<file path="config.mk">
export PLATFORM = sky130hd
export DESIGN_NAME = srtf_scheduler_tick
export DESIGN_NICKNAME = d
export VERILOG_FILES = /design/src/hdl/srtf_pkg.sv /design/src/hdl/srtf_scheduler_tick.sv
export VERILOG_INCLUDE_DIRS = /design/src /design/src/hdl
export SDC_FILE = /design/constraint.sdc
export NUM_CORES = 1
export LEC_CHECK = 0
export ABC_AREA = 1
export BUFFER_PORTS_ARGS = -buffer_cell sky130_fd_sc_hd__buf_2
export CORE_ASPECT_RATIO = 1.75
export CORE_MARGIN = 4
export CORE_UTILIZATION = 40
export DETAILED_ROUTE_END_ITERATION = 7
export GPL_TIMING_DRIVEN = 1
export PLACE_DENSITY = 0.58
export SLEW_MARGIN = 20
export SYNTH_ARGS = -nofsm -noshare
export SYNTH_HDL_FRONTEND = slang
export SYNTH_SLANG_ARGS = --single-unit
</file>
<file path="constraint.sdc">
create_clock -name clock -period 5.8 [get_ports clock]
set_input_delay 0.29 -clock clock [delete_from_list [all_inputs] [get_ports clock]]
set_output_delay 0.29 -clock clock [all_outputs]
set_load 0.005 [all_outputs]
</file>
<file path="src/hdl/assert_macros.svh">
// ----------------------------------------------------------------------------
// Assertion macros
// Shared helpers for concurrent assertions in the scheduler RTL.
// ----------------------------------------------------------------------------
`ifndef ASSERT_MACROS_SVH
`define ASSERT_MACROS_SVH
`ifndef SYNTHESIS
`define ASSERT_SAME(label, clk, rst, ante, cons, msg) \
   label: assert property (@(posedge clk) disable iff (rst) (ante) |-> (cons)) \
      else $error(msg);
`define ASSERT_NEXT(label, clk, rst, ante, cons, msg) \
   label: assert property (@(posedge clk) disable iff (rst) (ante) |=> (cons)) \
      else $error(msg);
`else
`define ASSERT_SAME(label, clk, rst, ante, cons, msg)
`define ASSERT_NEXT(label, clk, rst, ante, cons, msg)
`endif
`endif

</file>
<file path="src/hdl/srtf_pkg.sv">
// ----------------------------------------------------------------------------
// Scheduler package
// Request opcodes, result codes and fixed limits of the shortest-remaining-time scheduler.
// ----------------------------------------------------------------------------
package srtf_pkg;

   localparam logic OP_LOAD = 1'b0;
   localparam logic OP_TICK = 1'b1;

   localparam logic [1:0] KIND_LOAD_OK     = 2'd0;
   localparam logic [1:0] KIND_LOAD_REJECT = 2'd1;
   localparam logic [1:0] KIND_IDLE_TICK   = 2'd2;
   localparam logic [1:0] KIND_RAN         = 2'd3;

   localparam logic [13:0] BURST_LIMIT = 14'd10000;
   localparam logic [15:0] TIME_MAX    = 16'hFFFF;
   localparam logic [15:0] WAIT_MAX    = 16'hFFFF;

endpackage

</file>
<file path="src/hdl/srtf_scheduler_tick.sv">
// ----------------------------------------------------------------------------
// Shortest-remaining-time-first scheduler
// Loads process entries and advances one scheduling tick per request.
// ----------------------------------------------------------------------------
// A load request goes from the idle state to the finish state, and its response
// is registered once the output register is free. A tick request walks the
// process table through one registered read port per table, first to find the
// ready process with the least remaining time and then, if one was found, a
// second time to update waiting counts and the selected entry. One request is
// in flight at a time; the response sits in an output register until it is
// taken.
module srtf_scheduler_tick #(
   parameter int MAX_PROCS = 16
) (
   input  logic        clock,
   input  logic        reset,
   input  logic        req_valid,
   output logic        req_ready,
   input  logic        req_op,
   input  logic [15:0] req_arrival,
   input  logic [13:0] req_burst,
   output logic        rsp_valid,
   input  logic        rsp_ready,
   output logic [1:0]  rsp_kind,
   output logic [3:0]  rsp_proc_id,
   output logic [15:0] rsp_tick_time,
   output logic        rsp_finished,
   output logic [15:0] rsp_finish_time,
   output logic [15:0] rsp_wait_total,
   output logic        rsp_all_done
);

`include "assert_macros.svh"

   localparam int IDX_W = $clog2(MAX_PROCS);
   localparam int CNT_W = $clog2(MAX_PROCS + 1);
   localparam logic [CNT_W-1:0] CNT_MAX = CNT_W'(MAX_PROCS);

   localparam logic [1:0] ST_IDLE   = 2'd0;
   localparam logic [1:0] ST_SCAN   = 2'd1;
   localparam logic [1:0] ST_UPDATE = 2'd2;
   localparam logic [1:0] ST_FINISH = 2'd3;

   logic [15:0] arr_mem  [MAX_PROCS];
   logic [13:0] rem_mem  [MAX_PROCS];
   logic [15:0] wait_mem [MAX_PROCS];

   logic [1:0]       state_ff, state_in;
   logic [CNT_W-1:0] count_ff, count_in;
   logic [CNT_W-1:0] unfin_ff, unfin_in;
   logic [15:0]      time_ff, time_in;
   logic [CNT_W-1:0] rd_idx_ff, rd_idx_in;
   logic             d_vld_ff, d_vld_in;
   logic [IDX_W-1:0] d_idx_ff, d_idx_in;
   logic             found_ff, found_in;
   logic [IDX_W-1:0] sel_ff, sel_in;
   logic [13:0]      best_ff, best_in;
   logic [1:0]       res_kind_ff, res_kind_in;
   logic [IDX_W-1:0] res_id_ff, res_id_in;
   logic             fin_ff, fin_in;
   logic [15:0]      wait_ff, wait_in;

   logic             rsp_valid_ff, rsp_valid_in;
   logic [1:0]       rsp_kind_ff;
   logic [3:0]       rsp_id_ff;
   logic [15:0]      rsp_tick_ff;
   logic             rsp_fin_ff;
   logic [15:0]      rsp_ftime_ff;
   logic [15:0]      rsp_wait_ff;
   logic             rsp_done_ff;

   logic [15:0]      arr_q_ff;
   logic [13:0]      rem_q_ff;
   logic [15:0]      wait_q_ff;

   logic             issue;
   logic             pass_end;
   logic [IDX_W-1:0] rd_addr;
   logic             ready_q;
   logic             load_we;
   logic             rem_we;
   logic             wait_we;
   logic [IDX_W-1:0] wr_addr;
   logic [13:0]      rem_wd;
   logic [15:0]      wait_wd;
   logic             take_out;
   logic             load_reject;
   logic [CNT_W-1:0] unfin_next;
   logic [IDX_W+3:0] id_wide;

   assign req_ready = (state_ff == ST_IDLE);
   assign issue     = (rd_idx_ff < count_ff);
   assign pass_end  = !issue && !d_vld_ff;
   assign rd_addr   = rd_idx_ff[IDX_W-1:0];
   assign ready_q   = (arr_q_ff <= time_ff) && (rem_q_ff != 14'd0);
   assign take_out  = (state_ff == ST_FINISH) && (!rsp_valid_ff || rsp_ready);
   assign load_reject = (req_burst == 14'd0) || (req_burst >= srtf_pkg::BURST_LIMIT) ||
                        (count_ff == CNT_MAX);
   assign id_wide   = {4'd0, res_id_ff};

   always_ff @(posedge clock) begin
      if (load_we) begin
         arr_mem[wr_addr] <= req_arrival;
      end
      arr_q_ff <= arr_mem[rd_addr];
   end

   always_ff @(posedge clock) begin
      if (rem_we) begin
         rem_mem[wr_addr] <= rem_wd;
      end
      rem_q_ff <= rem_mem[rd_addr];
   end

   always_ff @(posedge clock) begin
      if (wait_we) begin
         wait_mem[wr_addr] <= wait_wd;
      end
      wait_q_ff <= wait_mem[rd_addr];
   end

   always_comb begin
      state_in    = state_ff;
      rd_idx_in   = rd_idx_ff;
      d_vld_in    = 1'b0;
      d_idx_in    = d_idx_ff;
      found_in    = found_ff;
      sel_in      = sel_ff;
      best_in     = best_ff;
      res_kind_in = res_kind_ff;
      res_id_in   = res_id_ff;
      fin_in      = fin_ff;
      wait_in     = wait_ff;
      load_we     = 1'b0;
      rem_we      = 1'b0;
      wait_we     = 1'b0;
      wr_addr     = d_idx_ff;
      rem_wd      = req_burst;
      wait_wd     = 16'd0;
      case (state_ff)
         ST_IDLE: begin
            wr_addr = count_ff[IDX_W-1:0];
            if (req_valid) begin
               fin_in  = 1'b0;
               wait_in = 16'd0;
               if (req_op == srtf_pkg::OP_LOAD) begin
                  state_in = ST_FINISH;
                  if (load_reject) begin
                     res_kind_in = srtf_pkg::KIND_LOAD_REJECT;
                     res_id_in   = '0;
                  end else begin
                     res_kind_in = srtf_pkg::KIND_LOAD_OK;
                     res_id_in   = count_ff[IDX_W-1:0];
                     load_we     = 1'b1;
                     rem_we      = 1'b1;
                     wait_we     = 1'b1;
                  end
               end else begin
                  state_in  = ST_SCAN;
                  rd_idx_in = '0;
                  found_in  = 1'b0;
               end
            end
         end
         ST_SCAN: begin
            if (issue) begin
               rd_idx_in = rd_idx_ff + 1'b1;
            end
            d_vld_in = issue;
            d_idx_in = rd_addr;
            if (d_vld_ff && ready_q && (!found_ff || (rem_q_ff < best_ff))) begin
               found_in = 1'b1;
               sel_in   = d_idx_ff;
               best_in  = rem_q_ff;
            end
            if (pass_end) begin
               if (found_ff) begin
                  state_in  = ST_UPDATE;
                  rd_idx_in = '0;
               end else begin
                  state_in    = ST_FINISH;
                  res_kind_in = srtf_pkg::KIND_IDLE_TICK;
                  res_id_in   = '0;
               end
            end
         end
         ST_UPDATE: begin
            if (issue) begin
               rd_idx_in = rd_idx_ff + 1'b1;
            end
            d_vld_in = issue;
            d_idx_in = rd_addr;
            rem_wd   = rem_q_ff - 14'd1;
            wait_wd  = wait_q_ff + 16'd1;
            if (d_vld_ff) begin
               if (d_idx_ff == sel_ff) begin
                  rem_we  = 1'b1;
                  fin_in  = (rem_q_ff == 14'd1);
                  wait_in = wait_q_ff;
               end else if (ready_q && (wait_q_ff != srtf_pkg::WAIT_MAX)) begin
                  wait_we = 1'b1;
               end
            end
            if (pass_end) begin
               state_in    = ST_FINISH;
               res_kind_in = srtf_pkg::KIND_RAN;
               res_id_in   = sel_ff;
            end
         end
         ST_FINISH: begin
            if (take_out) begin
               state_in = ST_IDLE;
            end
         end
         default: begin
            state_in = ST_IDLE;
         end
      endcase
   end

   always_comb begin
      count_in = count_ff;
      unfin_in = unfin_ff;
      time_in  = time_ff;
      if (take_out) begin
         if (res_kind_ff == srtf_pkg::KIND_LOAD_OK) begin
            count_in = count_ff + 1'b1;
            unfin_in = unfin_ff + 1'b1;
         end else if (res_kind_ff != srtf_pkg::KIND_LOAD_REJECT) begin
            if (time_ff != srtf_pkg::TIME_MAX) begin
               time_in = time_ff + 16'd1;
            end
            if (fin_ff && (unfin_ff != '0)) begin
               unfin_in = unfin_ff - 1'b1;
            end
         end
      end
      unfin_next = unfin_in;
   end

   always_comb begin
      rsp_valid_in = rsp_valid_ff;
      if (take_out) begin
         rsp_valid_in = 1'b1;
      end else if (rsp_ready) begin
         rsp_valid_in = 1'b0;
      end
   end

   always_ff @(posedge clock) begin
      if (reset) begin
         state_ff     <= ST_IDLE;
         count_ff     <= '0;
         unfin_ff     <= '0;
         time_ff      <= 16'd0;
         rsp_valid_ff <= 1'b0;
         d_vld_ff     <= 1'b0;
         found_ff     <= 1'b0;
         rd_idx_ff    <= '0;
      end else begin
         state_ff     <= state_in;
         count_ff     <= count_in;
         unfin_ff     <= unfin_in;
         time_ff      <= time_in;
         rsp_valid_ff <= rsp_valid_in;
         d_vld_ff     <= d_vld_in;
         found_ff     <= found_in;
         rd_idx_ff    <= rd_idx_in;
      end
   end

   always_ff @(posedge clock) begin
      d_idx_ff    <= d_idx_in;
      sel_ff      <= sel_in;
      best_ff     <= best_in;
      res_kind_ff <= res_kind_in;
      res_id_ff   <= res_id_in;
      fin_ff      <= fin_in;
      wait_ff     <= wait_in;
      if (take_out) begin
         rsp_kind_ff  <= res_kind_ff;
         rsp_id_ff    <= id_wide[3:0];
         rsp_tick_ff  <= time_ff;
         rsp_fin_ff   <= fin_ff;
         rsp_ftime_ff <= !fin_ff ? 16'd0 :
                         (time_ff == srtf_pkg::TIME_MAX) ? time_ff : time_ff + 16'd1;
         rsp_wait_ff  <= fin_ff ? wait_ff : 16'd0;
         rsp_done_ff  <= (unfin_next == '0);
      end
   end

   assign rsp_valid       = rsp_valid_ff;
   assign rsp_kind        = rsp_kind_ff;
   assign rsp_proc_id     = rsp_id_ff;
   assign rsp_tick_time   = rsp_tick_ff;
   assign rsp_finished    = rsp_fin_ff;
   assign rsp_finish_time = rsp_ftime_ff;
   assign rsp_wait_total  = rsp_wait_ff;
   assign rsp_all_done    = rsp_done_ff;

   `ASSERT_SAME(a_unfin_le_count, clock, reset, 1'b1, unfin_ff <= count_ff,
                "unfinished above loaded count")
   `ASSERT_SAME(a_rem_write_sel, clock, reset, rem_we && (state_ff == ST_UPDATE),
                d_idx_ff == sel_ff, "remaining written off the selected entry")
   `ASSERT_SAME(a_found_nonzero, clock, reset, state_ff == ST_UPDATE,
                found_ff && (best_ff != 14'd0), "update pass without a ready process")
   `ASSERT_NEXT(a_req_leaves_idle, clock, reset, req_valid && req_ready,
                state_ff != ST_IDLE, "accepted request left sequencer idle")

endmodule

</file>
== Word-level counts from Yosys, hierarchy flattened ==
Memories as Yosys holds them, arrays and structs flattened. A register that Yosys moved wholly into a read port is not among the register bits.
Index checks and enable logic that the tools add are counted.
Word-level totals
  register bits: 137
  RAM bits: 736
  input port bits: 35
  output and inout port bits: 58
  memories kept: 3
Memories
  arr_mem: depth 16, bits a word 16, rd ports 1, clocked after Yosys merged registers in 1, write ports 1, RTL line srtf_scheduler_tick.sv:44  | logic [15:0] arr_mem [MAX_PROCS];
  wait_mem: depth 16, bits a word 16, rd ports 1, clocked after Yosys merged registers in 1, write ports 1, RTL line srtf_scheduler_tick.sv:46  | logic [15:0] wait_mem [MAX_PROCS];
  rem_mem: depth 16, bits a word 14, rd ports 1, clocked after Yosys merged registers in 1, write ports 1, RTL line srtf_scheduler_tick.sv:45  | logic [13:0] rem_mem [MAX_PROCS];
Cells by class
  add/subtract/negate cells: 7
  $lt $le $gt $ge: 4
  eq/ne operators: 20
  multiplexer cells: 65
  bitwise operators: 2
  reduce and logical (&&, ||, !) cells: 35
Operators with widths (count)
  $mux W16: 5
  $mux W5: 9
  $add A16 B1 Y16 const B: 2
  $ne A16 B16 Y1 const B: 2
  $pmux W16 S2: 1
  $mux W4: 7
  $mux W1: 25
  $mux W2: 9
  $ne A2 B2 Y1 const B: 9
  $eq A16 B16 Y1 const B: 1
  $le A16 B16 Y1: 1
  $reduce_and A4 Y1: 4
  $add A5 B1 Y5 const B: 3
  $pmux W5 S3: 1
  $eq A14 B1 Y1 const B: 1
  $ge A14 B14 Y1 const B: 1
  $logic_not A14 Y1: 1
  $lt A14 B14 Y1: 1
  $mux W14: 1
  $reduce_bool A14 Y1: 1
  $sub A14 B1 Y14 const B: 1
  $pmux W4 S3: 1
  $pmux W1 S2: 4
  $pmux W2 S4: 1
  21 further kinds: 41

== Longest topological paths before layout ==
  word-level depth: 9
  mapped depth: 17
  mapped depth without buffers: 16

== Worst setup path after synthesis ==
OpenSTA, ideal clock, no wires.
  kind: register to register
  start: register state_ff[1]
  end: register rsp_done_ff (netlist: rsp_all_done), data pin
  library setup time: 251 ps
  data arrival time: 4743 ps
  data required time: 5549 ps
  slack: 806 ps
  stages on the path, launching flop included: 12
  buffers on the path: 0
  cell sequence: dfxtp_1 > ha_1 > inv_1 > a21oi_1 > nand2_1 > inv_1 > nand2_1 > o21ai_0 > nand2_1 > xor2_1 > nand3_1 > nor2_1
On the way
  cells in the longest elaborated chain, start to end: 4
RTL lines
  from (decl): RTL line srtf_scheduler_tick.sv:48  | logic [1:0] state_ff, state_in;
  from (signal assigned): RTL line srtf_scheduler_tick.sv:261  | state_ff <= state_in;
  $eq A2 B2 Y1: RTL line srtf_scheduler_tick.sv:96  | assign take_out = (state_ff == ST_FINISH) && (!rsp_valid_ff || rsp_ready);
  $logic_and A1 B1 Y1: RTL line srtf_scheduler_tick.sv:96
  $mux W5: RTL line srtf_scheduler_tick.sv:225  | if (take_out) begin
  $logic_not A5 Y1: RTL line srtf_scheduler_tick.sv:288  | rsp_done_ff <= (unfin_next == '0);
  to (signal assigned): RTL line srtf_scheduler_tick.sv:288
  to (decl): RTL line srtf_scheduler_tick.sv:70  | logic rsp_done_ff;
Every way passes these cells.
A chain may end at the register's enable or synchronous reset.

== Final worst setup path ==
  start: register state_ff[0]
  end: memory arr_mem[5][0], enable pin
On the way
  cells in the longest elaborated chain, start to end: 4
  elaborated cells on any way between the ends: 5
  classes of those cells: mux (4); reduce/logical (1)
RTL lines
  $logic_not A2 Y1 *: RTL line srtf_scheduler_tick.sv:140  | case (state_ff)
  $mux W1: RTL line srtf_scheduler_tick.sv:140
  $mux W1: RTL line srtf_scheduler_tick.sv:102  | if (load_we) begin
  $mux W1 (not written as such): RTL line srtf_scheduler_tick.sv:103  | arr_mem[wr_addr] <= req_arrival;
  to (decl): RTL line srtf_scheduler_tick.sv:44
Every way passes the cells marked *; elsewhere a longest branch is shown, timed or not.

==> metrics.md <==
| Metric | Value |
|---|---|
| Fin. max-slew vios | 0 |
| Post-DP HPWL | 56.3 mm |
| Post-layout minimum cycle time | 3.50 ns |
| DR iter-0 viols | 1756 |
| Sw power | 3860 µW |
| Fin nets | 3036 |
| Post-DRT Antenna Nets | 0 |
| Clock Skews | 0.0298 ns |
| RSZ-0062 raised after global routing | no |
| CTS tree | done |
| Fraction of layout instances using a drive strength above 1 | 11.3% |
| Main synth FF type | edfxtp_1 |
| Drc violations | 0 |
| Cell taking the most area after synthesis | edfxtp_1 |
| Post_cts resized | 0 |
| Largest net degree at the start of global routing | 179 |
| Root buffer cell | clkbuf_16 |
| Outcome | finished, final reports clean |
| Compound-Gate Fraction of Synth Area | 9.36% |
| Layout Cells excl Fill | 4213 |
| Async S/R FF share, synth | 0% |
| Largest family of logic cells by synthesized area | simple AND/OR/NAND/NOR gates |
| Sequential group share of total power | 52.8% |
| TritonRoute pass-1 iters | 6 |
| Max_cap viols | 0 |
| Layout area overhead | 13.0% |
| Post-Synth XOR/XNOR Area | 0.783% |
| Clock power frac | 36.1% |
| Critical Path RT | 6.05 ns |
| Vias in the first global route | 22800 |
| Total grt overflow | 0 |
| Top sig layer | met5 |
| Dpl cells | 4053 |
| Starting Density | 40.3% |
| Min-delay worst type | in2reg |
| Drt wl/cell | 21.5 µm |
| Post-synthesis sequential area ratio | 72.5% |
| Comb power frac | 11.2% |
| Die Y-Extent | 410 µm |
| Leak Pwr | 0.0141 µW |
| Worst skew pair latency | 0.66 ns |
| Final worst setup slack | 2.30 ns |
| WL met3 | 4.47 mm |
| Mux contribution to synthesized area | 1.93% |
| Yosys top cell area share | 68.1% |
| Net count of the mapped netlist | 2966 |
| Synth area leaders | edfxtp_1 68%, nor2_1 5.4%, dfxtp_1 4.4%, o21ai_0 3.3%, nand2_1 2.8% |
| Fin crit share | 60.3% |
| Adder-cell share of the synthesized area | 1.59% |
| Yosys cell types | 36 |
| Final WL | 90.4 mm |
| Worst-Margin Slew | 1.13 ns |
| Reg clk slew, reported paths | 0.08 ns |
| Core area | 0.0916 mm² |
| Most frequent cells in the layout | 837 x edfxtp_1, 505 x nor2_1, 276 x nand2_1 |
| GRT Total Usage | 18.1% |
| Final hold violations | 0 |
| Die Width | 238 µm |
| Internal power | 11500 µW |
| Cells after Synth | 2884 |
| Synth Area per Inst | 12.8 µm² |
| CP arrival | 3.75 ns |
| Antenna violations before repair | 4 |
| WHS | 0.0486 ns |
| Cell Pwr Density | 368 mW/mm² |
| Clock buffer count from CTS | 80 |
| Met2 Wirelength | 47.9 mm |
| Port Buf Inserts | 92 |
| Switching share of power | 25.1% |
| M1 WL | 35.5 mm |
| Finished Cell Area | 0.0417 mm² |
| Vias/cell | 5.42 |
| Worst-path fanout max | 16 |
| GP Congestion | 0.850 |
| Row Count | 147 |
| Die footprint | 0.0974 mm² |
| First-pass GRT wire length | 136 mm |
| Worst slew margin | 24.4% |
| Pre-CTS setup slack | 2.19 ns |
| IO Pins | 93 |
| Commonest non-fill, non-tap cell in the layout | edfxtp_1 |
| H-tree levels | 3 |
| Bufs on Longest Clock Path | 3 |
| Placed Area | 0.0388 mm² |
| Total number of vias | 22900 |
| Critical setup path kind | reg2reg |
| TNS Setup | 0 ns |
| Fmax | 286 MHz |
| Synthesized area | 0.0369 mm² |
| Sink Count | 919 |
| Post-synth EDFFs | 837 |
| Maximum VDD drop | 0.221 mV |
| Startpoint types | register |
| Number of warnings issued by yosys | 0 |
| Seq cells post-synth | 919 |
| Post-Synth Simple-Gate Area | 10.5% |
| Worst setup EP type | register |
| # setup viols final | 0 |
-- cells in the mapped netlist (30+ instances only) --
| cell | n |
|---|---|
| mux2i_1 | 71 |
| nand2_1 | 276 |
| inv_1 | 154 |
| ha_1 | 47 |
| o21ai_0 | 243 |
| xor2_1 | 30 |
| dfxtp_1 | 82 |
| o221ai_1 | 71 |
| o32ai_1 | 113 |
| nor2_1 | 530 |
| clkbuf_1 | 126 |
| a21oi_1 | 72 |
| edfxtp_1 | 837 |
| nand3_1 | 102 |
-- logic make-up after synthesis --
group	Yosys count
simple gates	960
flops	919
buf+inv	319
xor+xnor	33
fa+ha+maj	47
compound gates	535
mux	71
-- power by group through the flow --
stage / registers [µW] / logic (µW) / clock network (µW)
after floorplan: 8170 / 984 / 0
after global placement: 8220 / 1630 / 0
after detailed placement: 8240 / 1690 / 0
after CTS: 8090 / 1710 / 5640
after global routing: 8120 / 1900 / 5910
final: 8090 / 1710 / 5530
-- area by class of cell --
class                      count  area, µm²
antenna                        2       5.00
clock inverter                43        504
fill                        8119      49900
sequential                   919      26800
clock buffer                 104       2200
inverter                     158        601
multi-input combinational   1646       9160
timing repair buffer         149        952
tap                         1192       1490
-- final timing paths --
path                                  from                  endpoint  slack (ns)  depth (start not counted)
setup / recovery  state_ff[0]$_SDFFE_PP0P_   arr_mem[5][0]$_DFFE_PP_        2.30                          7
hold / removal              req_arrival[1]  arr_mem[12][1]$_DFFE_PP_        0.05                          1
setup reg to reg  state_ff[0]$_SDFFE_PP0P_   arr_mem[5][0]$_DFFE_PP_        2.30                          7
hold reg to reg     res_id_ff[2]$_DFFE_PP_  rsp_proc_id[2]$_DFFE_PP_        0.42                          0
-- what timing repair did --
action,in CTS,in global routing
endpoints found under the hold margin,92,0
hold buffers,10,0
buffers inserted,0,0
endpoints found under the setup margin,0,0
-- metrics by stage --
step | utilization [%] | total power (µW)
after floorplan | - | 9160
after global placement | 42.3 | 9850
after detailed placement | 42.4 | 9930
after CTS | 45.5 | 15400
after global routing | 45.5 | 15900
final | 45.5 | 15300
-- flip-flops by register name, indices dropped and copies added (netlist names), 16 cells and up --
signal,flops
time_ff,16
rsp_wait_total,16
rsp_finish_time,16
wait_q_ff,16
rem_mem,224
wait_ff,16
wait_mem,256
arr_mem,256
arr_q_ff,16
rsp_tick_time,16
-- worst max-delay path, stage by stage, from the launching register on --
cell	delay (ns)
dfxtp_1	0.40
inv_1	0.12
ha_1	0.40
o21ai_0	0.63
inv_1	0.13
nor2_1	0.25
nand2_1	0.23
nor2_2	0.92
-- routing by layer --
metal  up-vias  global-route usage [%]
li1      10600                       -
met1     11400                    21.5
met2       640                    33.1
met3       143                    2.90
met4         4                    6.33
met5         -                       0
Note: power is estimated with default switching activity, not from simulation.
